$ cat config.mk
export PLATFORM = sky130hd
export DESIGN_NAME = button_click_and_hold_gesture_core_flat
export DESIGN_NICKNAME = d
export VERILOG_FILES = /design/src/hdl/bcg_pkg.sv /design/src/hdl/bcg_if.sv /design/src/hdl/bcg_cfg.sv /design/src/hdl/bcg_core.sv /design/src/hdl/button_click_and_hold_gesture_core.sv /design/src/flat_wrapper.sv
export SDC_FILE = /design/constraint.sdc
export NUM_CORES = 1
export LEC_CHECK = 0
export ABC_CLOCK_PERIOD_IN_PS = 19800
export BUFFER_PORTS_ARGS = -buffer_cell sky130_fd_sc_hd__buf_2
export CORE_MARGIN = 5
export CORE_UTILIZATION = 55
export DETAILED_ROUTE_END_ITERATION = 8
export PLACE_DENSITY_LB_ADDON = 0.1
export SLEW_MARGIN = 10
export SYNTH_ARGS = -nofsm -noshare
export SYNTH_HDL_FRONTEND = slang
export SYNTH_HIERARCHICAL = 1
export SYNTH_SLANG_ARGS = --single-unit
$ cat constraint.sdc
create_clock -name i_clk -period 19.8 [get_ports i_clk]
set_clock_uncertainty 0.15 [all_clocks]
set_input_delay 0.99 -clock i_clk [delete_from_list [all_inputs] [get_ports i_clk]]
set_output_delay 0.99 -clock i_clk [all_outputs]
set_load 0.05 [all_outputs]
$ cat src/hdl/bcg_pkg.sv
package bcg_pkg;

    localparam int HoldW  = 12;
    localparam int GapW   = 6;
    localparam int BurstW = 11;
    localparam int EdgeW  = 7;
    localparam int BmaxW  = 10;
    localparam int NeedW  = 6;
    localparam int CfgIdxW  = 3;
    localparam int CfgDataW = 12;

    localparam logic [NeedW-1:0]  RstEdgesNeeded  = 6'd20;
    localparam logic [BmaxW-1:0]  RstBurstMax     = 10'd500;
    localparam logic [BmaxW-1:0]  RstBurstMin     = 10'd200;
    localparam logic [GapW-1:0]   RstGapMin       = 6'd3;
    localparam logic [GapW-1:0]   RstGapMax       = 6'd30;
    localparam logic [HoldW-1:0]  RstHoldPowerOn  = 12'd5;
    localparam logic [HoldW-1:0]  RstHoldPowerOff = 12'd250;
    localparam logic [HoldW-1:0]  RstHoldFactory  = 12'd2800;

    typedef enum logic [CfgIdxW-1:0] {
        CFG_EDGES_NEEDED   = 3'd0,
        CFG_BURST_MAX      = 3'd1,
        CFG_BURST_MIN      = 3'd2,
        CFG_GAP_MIN        = 3'd3,
        CFG_GAP_MAX        = 3'd4,
        CFG_HOLD_POWER_ON  = 3'd5,
        CFG_HOLD_POWER_OFF = 3'd6,
        CFG_HOLD_FACTORY   = 3'd7
    } t_cfg_idx;

    typedef struct packed {
        logic [NeedW-1:0]  edges_needed;
        logic [BmaxW-1:0]  burst_window_max;
        logic [BmaxW-1:0]  burst_window_min;
        logic [GapW-1:0]   gap_min;
        logic [GapW-1:0]   gap_max;
        logic [HoldW-1:0]  hold_power_on;
        logic [HoldW-1:0]  hold_power_off;
        logic [HoldW-1:0]  hold_factory_reset;
    } t_cfg;

    typedef struct packed {
        logic stop_motor;
        logic power_on_event;
        logic power_off_event;
        logic lock_event;
        logic unlock_event;
        logic factory_reset_event;
        logic is_locked;
        logic is_powered_off;
    } t_result;

    typedef struct packed {
        logic [EdgeW-1:0]  edge_count;
        logic [GapW-1:0]   gap_ticks;
        logic [BurstW-1:0] burst_ticks;
    } t_burst;

    function automatic logic [HoldW-1:0] f_hold_inc(logic [HoldW-1:0] v);
        return (v == '1) ? v : v + HoldW'(1);
    endfunction

    function automatic logic f_hold_hit(logic [HoldW-1:0] v, logic [HoldW-1:0] thr);
        return (thr != '0) && (v == thr);
    endfunction

    function automatic t_burst f_count_edge(t_burst b, logic [GapW-1:0] gmin);
        t_burst r;
        r = b;
        if (b.gap_ticks > gmin) begin
            r.edge_count = (b.edge_count == '1) ? b.edge_count : b.edge_count + EdgeW'(1);
        end else begin
            r.edge_count  = '0;
            r.burst_ticks = '0;
        end
        r.gap_ticks = '0;
        return r;
    endfunction

    function automatic t_burst f_advance(t_burst b, logic [BmaxW-1:0] bmax,
                                         logic [GapW-1:0] gmax);
        t_burst r;
        r = b;
        r.gap_ticks   = (b.gap_ticks == '1) ? b.gap_ticks : b.gap_ticks + GapW'(1);
        r.burst_ticks = (b.burst_ticks == '1) ? b.burst_ticks
                                              : b.burst_ticks + BurstW'(1);
        if ((r.burst_ticks > {1'b0, bmax}) || (r.gap_ticks > gmax)) begin
            r = '0;
        end
        return r;
    endfunction

endpackage

$ cat src/hdl/bcg_if.sv
interface bcg_in_if;
    logic valid;
    logic ready;
    logic button_down;
    modport source (output valid, output button_down, input ready);
    modport sink (input valid, input button_down, output ready);
endinterface

interface bcg_out_if;
    logic valid;
    logic ready;
    logic stop_motor;
    logic power_on_event;
    logic power_off_event;
    logic lock_event;
    logic unlock_event;
    logic factory_reset_event;
    logic is_locked;
    logic is_powered_off;
    modport source (output valid, output stop_motor, output power_on_event,
                    output power_off_event, output lock_event, output unlock_event,
                    output factory_reset_event, output is_locked,
                    output is_powered_off, input ready);
    modport sink (input valid, input stop_motor, input power_on_event,
                  input power_off_event, input lock_event, input unlock_event,
                  input factory_reset_event, input is_locked,
                  input is_powered_off, output ready);
endinterface

interface bcg_cfg_if;
    logic        valid;
    logic        ready;
    logic [2:0]  index;
    logic [11:0] data;
    modport source (output valid, output index, output data, input ready);
    modport sink (input valid, input index, input data, output ready);
endinterface

$ cat src/hdl/bcg_cfg.sv
module bcg_cfg
    import bcg_pkg::*;
(
    input  logic       i_clk,
    input  logic       i_rst_n,
    bcg_cfg_if.sink    i_cfg,
    output t_cfg       o_cfg
);

    t_cfg r_cfg;
    t_cfg n_cfg;

    assign i_cfg.ready = 1'b1;
    assign o_cfg       = r_cfg;

    always_comb begin
        n_cfg = r_cfg;
        if (i_cfg.valid) begin
            unique case (t_cfg_idx'(i_cfg.index))
                CFG_EDGES_NEEDED:   n_cfg.edges_needed       = i_cfg.data[NeedW-1:0];
                CFG_BURST_MAX:      n_cfg.burst_window_max   = i_cfg.data[BmaxW-1:0];
                CFG_BURST_MIN:      n_cfg.burst_window_min   = i_cfg.data[BmaxW-1:0];
                CFG_GAP_MIN:        n_cfg.gap_min            = i_cfg.data[GapW-1:0];
                CFG_GAP_MAX:        n_cfg.gap_max            = i_cfg.data[GapW-1:0];
                CFG_HOLD_POWER_ON:  n_cfg.hold_power_on      = i_cfg.data[HoldW-1:0];
                CFG_HOLD_POWER_OFF: n_cfg.hold_power_off     = i_cfg.data[HoldW-1:0];
                CFG_HOLD_FACTORY:   n_cfg.hold_factory_reset = i_cfg.data[HoldW-1:0];
                default:            n_cfg = r_cfg;
            endcase
        end
    end

    always_ff @(posedge i_clk) begin
        if (!i_rst_n) begin
            r_cfg.edges_needed       <= RstEdgesNeeded;
            r_cfg.burst_window_max   <= RstBurstMax;
            r_cfg.burst_window_min   <= RstBurstMin;
            r_cfg.gap_min            <= RstGapMin;
            r_cfg.gap_max            <= RstGapMax;
            r_cfg.hold_power_on      <= RstHoldPowerOn;
            r_cfg.hold_power_off     <= RstHoldPowerOff;
            r_cfg.hold_factory_reset <= RstHoldFactory;
        end else begin
            r_cfg <= n_cfg;
        end
    end

endmodule

$ cat src/hdl/bcg_core.sv
module bcg_core
    import bcg_pkg::*;
(
    input  logic    i_clk,
    input  logic    i_rst_n,
    input  t_cfg    i_cfg,
    input  logic    i_fire,
    input  logic    i_level,
    output t_result o_result
);

    logic             r_prev;
    logic [HoldW-1:0] r_hold;
    t_burst           r_burst;
    logic             r_long_press;
    logic             r_locked;
    logic             r_powered_off;

    logic             n_prev;
    logic [HoldW-1:0] n_hold;
    t_burst           n_burst;
    logic             n_long_press;
    logic             n_locked;
    logic             n_powered_off;
    t_result          n_res;

    always_comb begin
        n_prev        = i_level;
        n_hold        = r_hold;
        n_burst       = r_burst;
        n_long_press  = r_long_press;
        n_locked      = r_locked;
        n_powered_off = r_powered_off;
        n_res         = '0;
        unique case ({i_level, r_prev})
            2'b10: begin
                // press
                n_res.stop_motor = 1'b1;
                n_burst = f_advance(f_count_edge(r_burst, i_cfg.gap_min),
                                    i_cfg.burst_window_max, i_cfg.gap_max);
                n_hold  = '0;
            end
            2'b01: begin
                // release
                n_hold  = '0;
                n_burst = f_count_edge(r_burst, i_cfg.gap_min);
                if ((n_burst.edge_count >= {1'b0, i_cfg.edges_needed})
                        && (n_burst.burst_ticks > {1'b0, i_cfg.burst_window_min})) begin
                    n_burst.edge_count = '0;
                    n_locked           = !r_locked;
                    n_powered_off      = !r_locked;
                    n_res.lock_event   = !r_locked;
                    n_res.unlock_event = r_locked;
                end else begin
                    if (n_burst.edge_count >= {1'b0, i_cfg.edges_needed}) begin
                        n_burst.edge_count  = '0;
                        n_burst.burst_ticks = '0;
                    end
                    if (r_long_press) begin
                        n_long_press = 1'b0;
                    end else if (!r_powered_off) begin
                        n_res.stop_motor = 1'b1;
                    end
                end
            end
            2'b11: begin
                // held
                n_hold  = f_hold_inc(r_hold);
                n_burst = f_advance(r_burst, i_cfg.burst_window_max, i_cfg.gap_max);
                if (!r_locked) begin
                    if (f_hold_hit(n_hold, i_cfg.hold_power_off)) begin
                        n_hold = f_hold_inc(n_hold);
                        if (!n_powered_off) begin
                            n_powered_off         = 1'b1;
                            n_res.power_off_event = 1'b1;
                        end
                        n_long_press = 1'b1;
                    end
                    if (f_hold_hit(n_hold, i_cfg.hold_factory_reset)) begin
                        n_hold                    = f_hold_inc(n_hold);
                        n_res.factory_reset_event = 1'b1;
                        n_long_press              = 1'b1;
                    end
                    if (f_hold_hit(n_hold, i_cfg.hold_power_on)) begin
                        n_hold = f_hold_inc(n_hold);
                        if (n_powered_off) begin
                            n_powered_off        = 1'b0;
                            n_res.power_on_event = 1'b1;
                        end
                        n_long_press = 1'b1;
                    end
                end
            end
            default: begin
                // idle
                n_burst = f_advance(r_burst, i_cfg.burst_window_max, i_cfg.gap_max);
                n_hold  = '0;
            end
        endcase
        n_res.is_locked      = n_locked;
        n_res.is_powered_off = n_powered_off;
    end

    assign o_result = n_res;

    always_ff @(posedge i_clk) begin
        if (!i_rst_n) begin
            r_prev        <= 1'b0;
            r_hold        <= '0;
            r_burst       <= '0;
            r_long_press  <= 1'b0;
            r_locked      <= 1'b0;
            r_powered_off <= 1'b1;
        end else if (i_fire) begin
            r_prev        <= n_prev;
            r_hold        <= n_hold;
            r_burst       <= n_burst;
            r_long_press  <= n_long_press;
            r_locked      <= n_locked;
            r_powered_off <= n_powered_off;
        end
    end

endmodule

$ cat src/hdl/button_click_and_hold_gesture_core.sv
// Button gesture detector: one sampled button level per word on the input
// channel, one result word per input word on the output channel, in order.
// A word passes an input register, combinational gesture logic and a result
// register; it moves from the input register into the result register only
// when the output is not stalled. A new word is taken every cycle while the
// output is not stalled. The gesture state updates as each word moves into
// the result register. The configuration port is always ready; the user must
// see that it is written only while no word is in flight, as the block does not enforce this.
module button_click_and_hold_gesture_core
    import bcg_pkg::*;
(
    input  logic       i_clk,
    input  logic       i_rst_n,
    bcg_in_if.sink     i_in,
    bcg_out_if.source  o_out,
    bcg_cfg_if.sink    i_cfg
);

    t_cfg    w_cfg;
    t_result w_result;
    logic    w_fire;

    logic    r_in_valid;
    logic    r_in_level;
    logic    r_out_valid;
    t_result r_out;

    assign w_fire     = r_in_valid && (!r_out_valid || o_out.ready);
    assign i_in.ready = !r_in_valid || w_fire;

    bcg_cfg u_cfg (
        .i_clk   (i_clk),
        .i_rst_n (i_rst_n),
        .i_cfg   (i_cfg),
        .o_cfg   (w_cfg)
    );

    bcg_core u_core (
        .i_clk    (i_clk),
        .i_rst_n  (i_rst_n),
        .i_cfg    (w_cfg),
        .i_fire   (w_fire),
        .i_level  (r_in_level),
        .o_result (w_result)
    );

    always_ff @(posedge i_clk) begin
        if (!i_rst_n) begin
            r_in_valid  <= 1'b0;
            r_out_valid <= 1'b0;
        end else begin
            if (i_in.valid && i_in.ready) begin
                r_in_valid <= 1'b1;
            end else if (w_fire) begin
                r_in_valid <= 1'b0;
            end
            if (w_fire) begin
                r_out_valid <= 1'b1;
            end else if (o_out.ready) begin
                r_out_valid <= 1'b0;
            end
        end
    end

    always_ff @(posedge i_clk) begin
        if (i_in.valid && i_in.ready) begin
            r_in_level <= i_in.button_down;
        end
        if (w_fire) begin
            r_out <= w_result;
        end
    end

    assign o_out.valid               = r_out_valid;
    assign o_out.stop_motor          = r_out.stop_motor;
    assign o_out.power_on_event      = r_out.power_on_event;
    assign o_out.power_off_event     = r_out.power_off_event;
    assign o_out.lock_event          = r_out.lock_event;
    assign o_out.unlock_event        = r_out.unlock_event;
    assign o_out.factory_reset_event = r_out.factory_reset_event;
    assign o_out.is_locked           = r_out.is_locked;
    assign o_out.is_powered_off      = r_out.is_powered_off;

    a_lock_excl: assert property (@(posedge i_clk) disable iff (!i_rst_n)
        r_out_valid |-> !(r_out.lock_event && r_out.unlock_event))
        else $error("lock and unlock in one word");

    a_lock_flags: assert property (@(posedge i_clk) disable iff (!i_rst_n)
        (r_out_valid && r_out.lock_event) |-> (r_out.is_locked && r_out.is_powered_off))
        else $error("lock without locked and off flags");

    a_unlock_flags: assert property (@(posedge i_clk) disable iff (!i_rst_n)
        (r_out_valid && r_out.unlock_event) |-> (!r_out.is_locked && !r_out.is_powered_off))
        else $error("unlock without cleared flags");

    a_fire_loads: assert property (@(posedge i_clk) disable iff (!i_rst_n)
        w_fire |=> r_out_valid)
        else $error("result word lost");

endmodule
$ cat src/flat_wrapper.sv
// flat-port wrapper written by rule: the top's interface ports become plain ports
module button_click_and_hold_gesture_core_flat import bcg_pkg::*;
  (i_clk, i_rst_n, i_in_valid, i_in_button_down, i_in_ready, o_out_valid, o_out_stop_motor, o_out_power_on_event, o_out_power_off_event, o_out_lock_event, o_out_unlock_event, o_out_factory_reset_event, o_out_is_locked, o_out_is_powered_off, o_out_ready, i_cfg_valid, i_cfg_index, i_cfg_data, i_cfg_ready);
  bcg_in_if i_in_i ();
  bcg_out_if o_out_i ();
  bcg_cfg_if i_cfg_i ();
  input  logic i_clk;
  input  logic i_rst_n;
  input wire logic [$bits(i_in_i.valid)-1:0] i_in_valid;
  input wire logic [$bits(i_in_i.button_down)-1:0] i_in_button_down;
  output wire logic [$bits(i_in_i.ready)-1:0] i_in_ready;
  output wire logic [$bits(o_out_i.valid)-1:0] o_out_valid;
  output wire logic [$bits(o_out_i.stop_motor)-1:0] o_out_stop_motor;
  output wire logic [$bits(o_out_i.power_on_event)-1:0] o_out_power_on_event;
  output wire logic [$bits(o_out_i.power_off_event)-1:0] o_out_power_off_event;
  output wire logic [$bits(o_out_i.lock_event)-1:0] o_out_lock_event;
  output wire logic [$bits(o_out_i.unlock_event)-1:0] o_out_unlock_event;
  output wire logic [$bits(o_out_i.factory_reset_event)-1:0] o_out_factory_reset_event;
  output wire logic [$bits(o_out_i.is_locked)-1:0] o_out_is_locked;
  output wire logic [$bits(o_out_i.is_powered_off)-1:0] o_out_is_powered_off;
  input wire logic [$bits(o_out_i.ready)-1:0] o_out_ready;
  input wire logic [$bits(i_cfg_i.valid)-1:0] i_cfg_valid;
  input wire logic [$bits(i_cfg_i.index)-1:0] i_cfg_index;
  input wire logic [$bits(i_cfg_i.data)-1:0] i_cfg_data;
  output wire logic [$bits(i_cfg_i.ready)-1:0] i_cfg_ready;
  assign i_in_i.valid = i_in_valid;
  assign i_in_i.button_down = i_in_button_down;
  assign i_in_ready = i_in_i.ready;
  assign o_out_valid = o_out_i.valid;
  assign o_out_stop_motor = o_out_i.stop_motor;
  assign o_out_power_on_event = o_out_i.power_on_event;
  assign o_out_power_off_event = o_out_i.power_off_event;
  assign o_out_lock_event = o_out_i.lock_event;
  assign o_out_unlock_event = o_out_i.unlock_event;
  assign o_out_factory_reset_event = o_out_i.factory_reset_event;
  assign o_out_is_locked = o_out_i.is_locked;
  assign o_out_is_powered_off = o_out_i.is_powered_off;
  assign o_out_i.ready = o_out_ready;
  assign i_cfg_i.valid = i_cfg_valid;
  assign i_cfg_i.index = i_cfg_index;
  assign i_cfg_i.data = i_cfg_data;
  assign i_cfg_ready = i_cfg_i.ready;
  button_click_and_hold_gesture_core u_core (.i_clk(i_clk), .i_rst_n(i_rst_n), .i_in(i_in_i), .o_out(o_out_i), .i_cfg(i_cfg_i));
endmodule
======== After elaboration in Yosys (flattened, before gate mapping) ========
Index checks and enable logic that the tools add are counted.
operators by class
  add/sub/neg operators ................... 8
  magnitude comparators ................... 7
  equality and inequality tests ........... 24
  muxes and demuxes ....................... 54
  bitwise operators ....................... 3
  reductions and logical operators ........ 35
operator list
  cell                                                                            count
  12-bit two-way mux                                                              13
  11-bit two-way mux                                                              7
  12-bit by 1-bit adder with 12-bit output, second input constant                 4
  12-bit == test, second input constant                                           4
  24-bit two-way mux                                                              2
  24-bit one-hot mux with 2 select lines                                          1
  12-bit == test                                                                  3
  12-bit nonzero test                                                             3
  7-bit two-way mux                                                               5
  11-bit by 10-bit greater-than comparator with 1-bit output                      3
  11-bit by 1-bit adder with 11-bit output, second input constant                 2
  11-bit == test, second input constant                                           2
  1-bit two-way mux                                                               22
  2-bit AND reduction                                                             10
  3-bit == test, second input constant                                            4
  6-bit greater-than comparator                                                   2
  7-bit by 1-bit adder with 7-bit output, second input constant                   1
  7-bit == test, second input constant                                            1
  7-bit by 6-bit greater-or-equal comparator with 1-bit output                    1
  6-bit by 1-bit adder with 6-bit output, second input constant                   1
  3-bit by 2-bit == test with 1-bit output, second input constant                 2
  6-bit == test, second input constant                                            1
  1-bit by 6-bit greater-than comparator with 1-bit output, first input constant  1
  1-bit logical AND                                                               6
  other kinds (16)                                                                30
storage, ports and cells
  register bits ........................... 125
  word-level logic and storage cells ...... 158

======== Logic depth before layout (Yosys ltp) ========
  depth after elaboration ................. 17
  gate-level depth with buffers ........... 35
  mapped depth without buffers ............ 34

======== By module ========
The synthesis kept the hierarchy.
modules (own cells, without submodules)
  module                              times used  cells each  area an instance (um2)  seq. area each (um2)
  bcg_core                            1           1105        7916.3                  800.8
  bcg_cfg                             1           283         2924.1                  1481.4
  button_click_and_hold_gesture_core  1           18          374.1                   310.3

======== Worst setup path after synthesis ========
Ideal clock, no wire load.
  path kind ............................... reg2reg
  start point ............................. register u_core.u_core.r_hold[9]
  end point ............................... register u_core.u_core.r_hold[6]
  data arrival time ....................... 6.168 ns
  required time ........................... 19.530 ns
  slack ................................... 13.362 ns
  stages on the path, launching flop included .. 25
  cell sequence ........................... dfxtp_1 buf_2 nand4_1 nor3_1 xnor2_1 ha_1 inv_1 or3_1 or3_1 nor2_1 buf_2 nor3_4 xnor2_1 inv_1 ha_1 and4_1 buf_2 nand2_1 o22ai_1 a211o_1 or4_1 or4b_4 nor3_1 mux2i_1 a21oi_1
on the way
  longest elaborated chain between the ends .. 17
  elaborated cells between the ends (all ways) .. 27
  classes of those cells .................. add/sub (4); eq/ne (7); mux (13); reduce/logical (3)
ends and longest elaborated chain
  item                                                                               line                          RTL
  start: declaration                                                                 bcg_core.sv:13                logic [HoldW-1:0] r_hold;
  start signal: assignment                                                           bcg_core.sv:116               r_hold <= n_hold;
  12-bit == test / 12-bit by 1-bit adder with 12-bit output (equally long branches)  bcg_pkg.sv:61                 return (v == '1) ? v : v + HoldW'(1);
  12-bit two-way mux (*)                                                             bcg_pkg.sv:61
  12-bit by 1-bit adder with 12-bit output, or another cell as far along             bcg_pkg.sv:61
  12-bit two-way mux / 1-bit logical AND (equally long branches)                     bcg_pkg.sv:61, bcg_pkg.sv:65
  12-bit two-way mux                                                                 bcg_core.sv:71                if (f_hold_hit(n_hold, i_cfg.hold_power_off)) begin
  12-bit two-way mux                                                                 bcg_core.sv:70                if (!r_locked) begin
  12-bit two-way mux                                                                 bcg_core.sv:35                unique case ({i_level, r_prev})
  12-bit by 1-bit adder with 12-bit output, or another cell as far along             bcg_pkg.sv:61
  12-bit two-way mux / 1-bit logical AND (equally long branches)                     bcg_pkg.sv:61, bcg_pkg.sv:65
  12-bit two-way mux                                                                 bcg_core.sv:79                if (f_hold_hit(n_hold, i_cfg.hold_factory_reset)) begin
  12-bit two-way mux                                                                 bcg_core.sv:70
  12-bit two-way mux                                                                 bcg_core.sv:35
  12-bit by 1-bit adder with 12-bit output, or another cell as far along             bcg_pkg.sv:61
  12-bit two-way mux / 1-bit logical AND (equally long branches)                     bcg_pkg.sv:61, bcg_pkg.sv:65
  12-bit two-way mux                                                                 bcg_core.sv:84                if (f_hold_hit(n_hold, i_cfg.hold_power_on)) begin
  12-bit two-way mux (*)                                                             bcg_core.sv:70
  12-bit two-way mux (*)                                                             bcg_core.sv:35
Every way passes the cells marked *; elsewhere a longest branch is shown, timed or not. The select of a mux whose other input is x is not followed.
A chain may end at the register's enable or synchronous reset.

======== Final worst setup path ========
  start point ............................. register u_core.u_core.r_hold[0]
  end point ............................... register u_core.u_core.r_hold[2]
on the way
  longest elaborated chain between the ends .. 17
  elaborated cells between the ends (all ways) .. 27
  classes of those cells .................. add/sub (4); eq/ne (7); mux (13); reduce/logical (3)
ends and longest elaborated chain
  item                                                                               line
  12-bit by 1-bit adder with 12-bit output / 12-bit == test (equally long branches)  bcg_pkg.sv:61
  12-bit two-way mux (*)                                                             bcg_pkg.sv:61
  12-bit by 1-bit adder with 12-bit output, or another cell as far along             bcg_pkg.sv:61
  12-bit two-way mux / 1-bit logical AND (equally long branches)                     bcg_pkg.sv:61, bcg_pkg.sv:65
  12-bit two-way mux                                                                 bcg_core.sv:71
  12-bit two-way mux                                                                 bcg_core.sv:70
  12-bit two-way mux                                                                 bcg_core.sv:35
  12-bit by 1-bit adder with 12-bit output, or another cell as far along             bcg_pkg.sv:61
  12-bit two-way mux / 1-bit logical AND (equally long branches)                     bcg_pkg.sv:61, bcg_pkg.sv:65
  12-bit two-way mux                                                                 bcg_core.sv:79
  12-bit two-way mux                                                                 bcg_core.sv:70
  12-bit two-way mux                                                                 bcg_core.sv:35
  12-bit by 1-bit adder with 12-bit output, or another cell as far along             bcg_pkg.sv:61
  12-bit two-way mux / 1-bit logical AND (equally long branches)                     bcg_pkg.sv:61, bcg_pkg.sv:65
  12-bit two-way mux                                                                 bcg_core.sv:84
  12-bit two-way mux (*)                                                             bcg_core.sv:70
  12-bit two-way mux (*)                                                             bcg_core.sv:35
Marks and branches as above.

==> impl_metrics.toml <==
[sta]
max_freq_mhz = 105
min_period_over_period = 0.481
maxSlewHeadroom = 0.165
period_minus_slack_ns = 9.52
rsz0062_at_grt = "false"
finalSetupTns_ns = 0
setup_viol = 0
worst_slew_pin_slew_ns = 1.25
drv_slew = 0
setup_ws_ns = 10.28
hold_viol = 0
hold_ws_ns = 0.308

[global_routing]
grt_first_pass_wirelength_mm = 58.3
grt-ovfl-total = 0
antenna_found_initial = 0
grt_pass1_vias = 10405
grt_start_max_net_pins = 79
track_usage = 0.313

[synth]
seq_area_frac_synth = 0.231
async_flop_share = 0
ys_seq_elements = 125
ys.flop_type = "dfxtp_1"
avgSynthCellArea_um2 = 7.98
synth_edf_count = 9
synth.distinct_cells = 110
synth_nets = 1488
syn_inst = 1406
synth.cell_area_mm2 = 0.0112
ys_warn_count = 6

[drt]
drt_first_pass_iters = 5
top_layer = "met4"
routed_via_density = 6.54
met1Wirelength_mm = 15.5
vias = 10873
drtAntennaViolNets = 0
wl_met3_mm = 2.37
totalWireLength_mm = 37.0
post-route-drc-count = 0
wl_per_cell_um = 22.3
met2_length_mm = 17.6
drt_iter0_markers = 978

[cells_and_area]
final_cell_mix = "nand2_1, dfxtp_1, mux2i_1, inv_1, nor2b_1"
nets = 1461
final_cell_count_no_fill = 1662
area_delta_synth_final_pct = 6.44
diodes = 0
final_common_cell = "nand2_1"
regArea_mm2 = 0.00259
nFillCells = 1913
layout-drive-gt1-share = 0.0905
multi_input_area_mm2 = 0.00795

[worst_setup_path]
required_ns = 20.01
crit_buf_inv = 2
path_max_fanout = 19
crit_start = "u_core/u_core/r_hold[0]"
r2r-start = "u_core/u_core/r_hold[0]"
worstPathArrival_ns = 9.73
reg2reg_slack_ns = 10.28
crit_path_end = "u_core/u_core/r_hold[2]"
crit_family = "simple AND/OR/NAND/NOR gates"
crit_cells = 24
cp-start-kind = "flop"
rr_worst_depth = 24
cpPeakStageDelay_ns = 1.02
end_kind = "flop"
path_class = "flop to flop"
rr_endpoint = "u_core/u_core/r_hold[2]"
critPathSlowestCell = "nor2_1"
path_cells = "ha_1 -> nand4_1 -> nor3_1 -> xnor2_1 -> ha_1 -> inv_1 -> or3_1 -> or3_1 -> nor2_1 -> nor3_4 -> xnor2_1 -> inv_1 -> ha_1 -> and4_1 -> nand2_1 -> nand3_1 -> xnor2_1 -> ha_1 -> nand2_1 -> or3_1 -> nor3_1 -> nor4b_1 -> or3_1 -> nand3_1"

[power_and_ir_drop]
vdd_ir_drop_max_mv = 0.0596
switching_share = 0.282
total_power_mw = 0.638
combPwrFrac = 0.091
p_clk_frac = 0.491
intPower_mw = 0.458
pwr-share-seq = 0.418
p_sw_mw = 0.180
p_leak_nw = 4.60
p_per_area_mw_per_mm2 = 53.4

[floorplanning]
ios = 32
core_mm2 = 0.0202
dieArea_mm2 = 0.0233
fp-row-count = 52
start_util = 0.556
die_y_um = 153
die_w_um = 153

[job]
cap_violations = 0

[hold_path]
hold_path_class = "flop to flop"

[status]
status = "finished clean"

[clocking]
cts_root_buf = "clkbuf_16"
post_cts_buffers = 0
cts_made_buffers = 17
postCtsHoldBufs = 0
clockBufferDepth = 2
h-tree-depth = 4
numClockSinks = 125
cts_tree = "built"
ctsResizeCount = 0
insertion_delay_ns = 0.42
clkTransAtPathRegs_ns = 0.07

[placement]
gp_congestion = 1.04
dp.cells = 1630
place_ws_ns = 10.59
port_buffers = 30
hpwlAfterDp_mm = 28.3
power by group through the flow:
stage / combinational (mW) / clock (mW) / sequential, mW
detailed placement: 0.0570 / 0 / 0.272
global route: 0.0631 / 0.332 / 0.267
global placement: 0.0564 / 0 / 0.272
floorplan: 0.0383 / 0 / 0.272
finish: 0.0578 / 0.313 / 0.267
CTS: 0.0573 / 0.319 / 0.266
kinds of logic (layout without fill, tap and decap cells):
kind of cell,Yosys count,after routing,synth area share
and+or+nand+nor,595,595,0.299
AOI/OAI and AO/OA,313,313,0.204
buffers and inverters,156,142,0.0610
DFF,125,125,0.231
muxes,100,100,0.0900
adders and majority gates,61,61,0.0681
xor gates and xnor gates,55,55,0.0466
other,1,1,0.000334
worst reg2reg max path: cells and delay by family (launching register included):
family / cells / cell delay [ns]
and+or+nand+nor: 15 / 5.63
buffers and inverters: 2 / 0.24
xor gates and xnor gates: 3 / 1.12
adders and majority gates: 4 / 1.57
DFF: 1 / 0.73
registers in the layout, summed over array words and instances, names as in the netlist:
| name | cells |
|---|---|
| u_core/o_out.factory_reset_event | 1 |
| u_core/o_out.is_locked | 1 |
| u_core/o_out.is_powered_off | 1 |
| u_core/o_out.lock_event | 1 |
| u_core/o_out.power_off_event | 1 |
| u_core/o_out.power_on_event | 1 |
| u_core/o_out.stop_motor | 1 |
| u_core/o_out.unlock_event | 1 |
| u_core/o_out.valid | 1 |
| u_core/r_in_level | 1 |
| u_core/r_in_valid | 1 |
| u_core/u_cfg/o_cfg | 74 |
| u_core/u_core/r_burst | 24 |
| u_core/u_core/r_hold | 12 |
| u_core/u_core/r_locked | 1 |
| u_core/u_core/r_long_press | 1 |
| u_core/u_core/r_powered_off | 1 |
| u_core/u_core/r_prev | 1 |
worst min path at each step:
stage,slack (ns),from,cells past startpoint,to
global placement,0.29,u_core/u_core/r_long_press,2,u_core/u_core/r_long_press
detailed placement,0.30,u_core/u_core/r_long_press,2,u_core/u_core/r_long_press
CTS,0.31,u_core/u_core/r_long_press,2,u_core/u_core/r_long_press
finish,0.31,u_core/u_core/r_long_press,2,u_core/u_core/r_long_press
global route,0.34,u_core/u_cfg/o_cfg[47],2,u_core/u_cfg/o_cfg[47]
floorplan,0.27,u_core/u_core/r_long_press,2,u_core/u_core/r_long_press
layer usage:
layer / up-vias / GRT usage
li1: 5168 / -
met1: 5145 / 0.393
met2: 468 / 0.527
met3: 92 / 0.0599
met4: 0 / 0.126
met5: - / 0
stage by stage:
step	util	area [µm²]
floorplan	-	11200
global placement	0.563	11400
detailed placement	0.563	11400
CTS	0.592	11900
global route	0.592	11900
finish	0.592	11900
synth_stat cells (7+ instances only):
library cell  instances  area (µm²)
nand2_1             167         627
dfxtp_1             116        2320
mux2i_1              93         931
inv_1                72         270
nor2b_1              68         425
nor2_1               64         240
ha_1                 61         763
a21oi_1              55         275
o21ai_0              48         240
nor3_1               43         215
clkbuf_1             42         158
nand3_1              42         210
xnor2_1              39         342
nor4_1               29         181
buf_2                28         140
nand4_1              28         175
and2_1               21         131
o21a_1               19         143
and3_1               16         100
nand2b_1             16         100
a211oi_1             15         113
a31oi_1              15        93.8
xor2_1               13         114
and4_1               12         105
or3_1                12        75.1
a21boi_0             10        75.1
a21o_1               10        75.1
o211ai_1             10        75.1
edfxtp_1              9         270
or2_2                 8        50.1
buf_4                 7        52.6
mux2_2                7        78.8
o21ai_1               7        35.0
o22ai_1               7        43.8
o31ai_1               7        52.6
cell type report:
class	count	area share
Timing Repair Buffer	37	0.0172
Clock inverter	14	0.0123
Multi-Input combinational cell	1125	0.666
Inverter	73	0.0230
Tap cell	270	0.0283
Clock buffer	18	0.0360
Sequential cell	125	0.217
(Power assumes the default switching activity.)
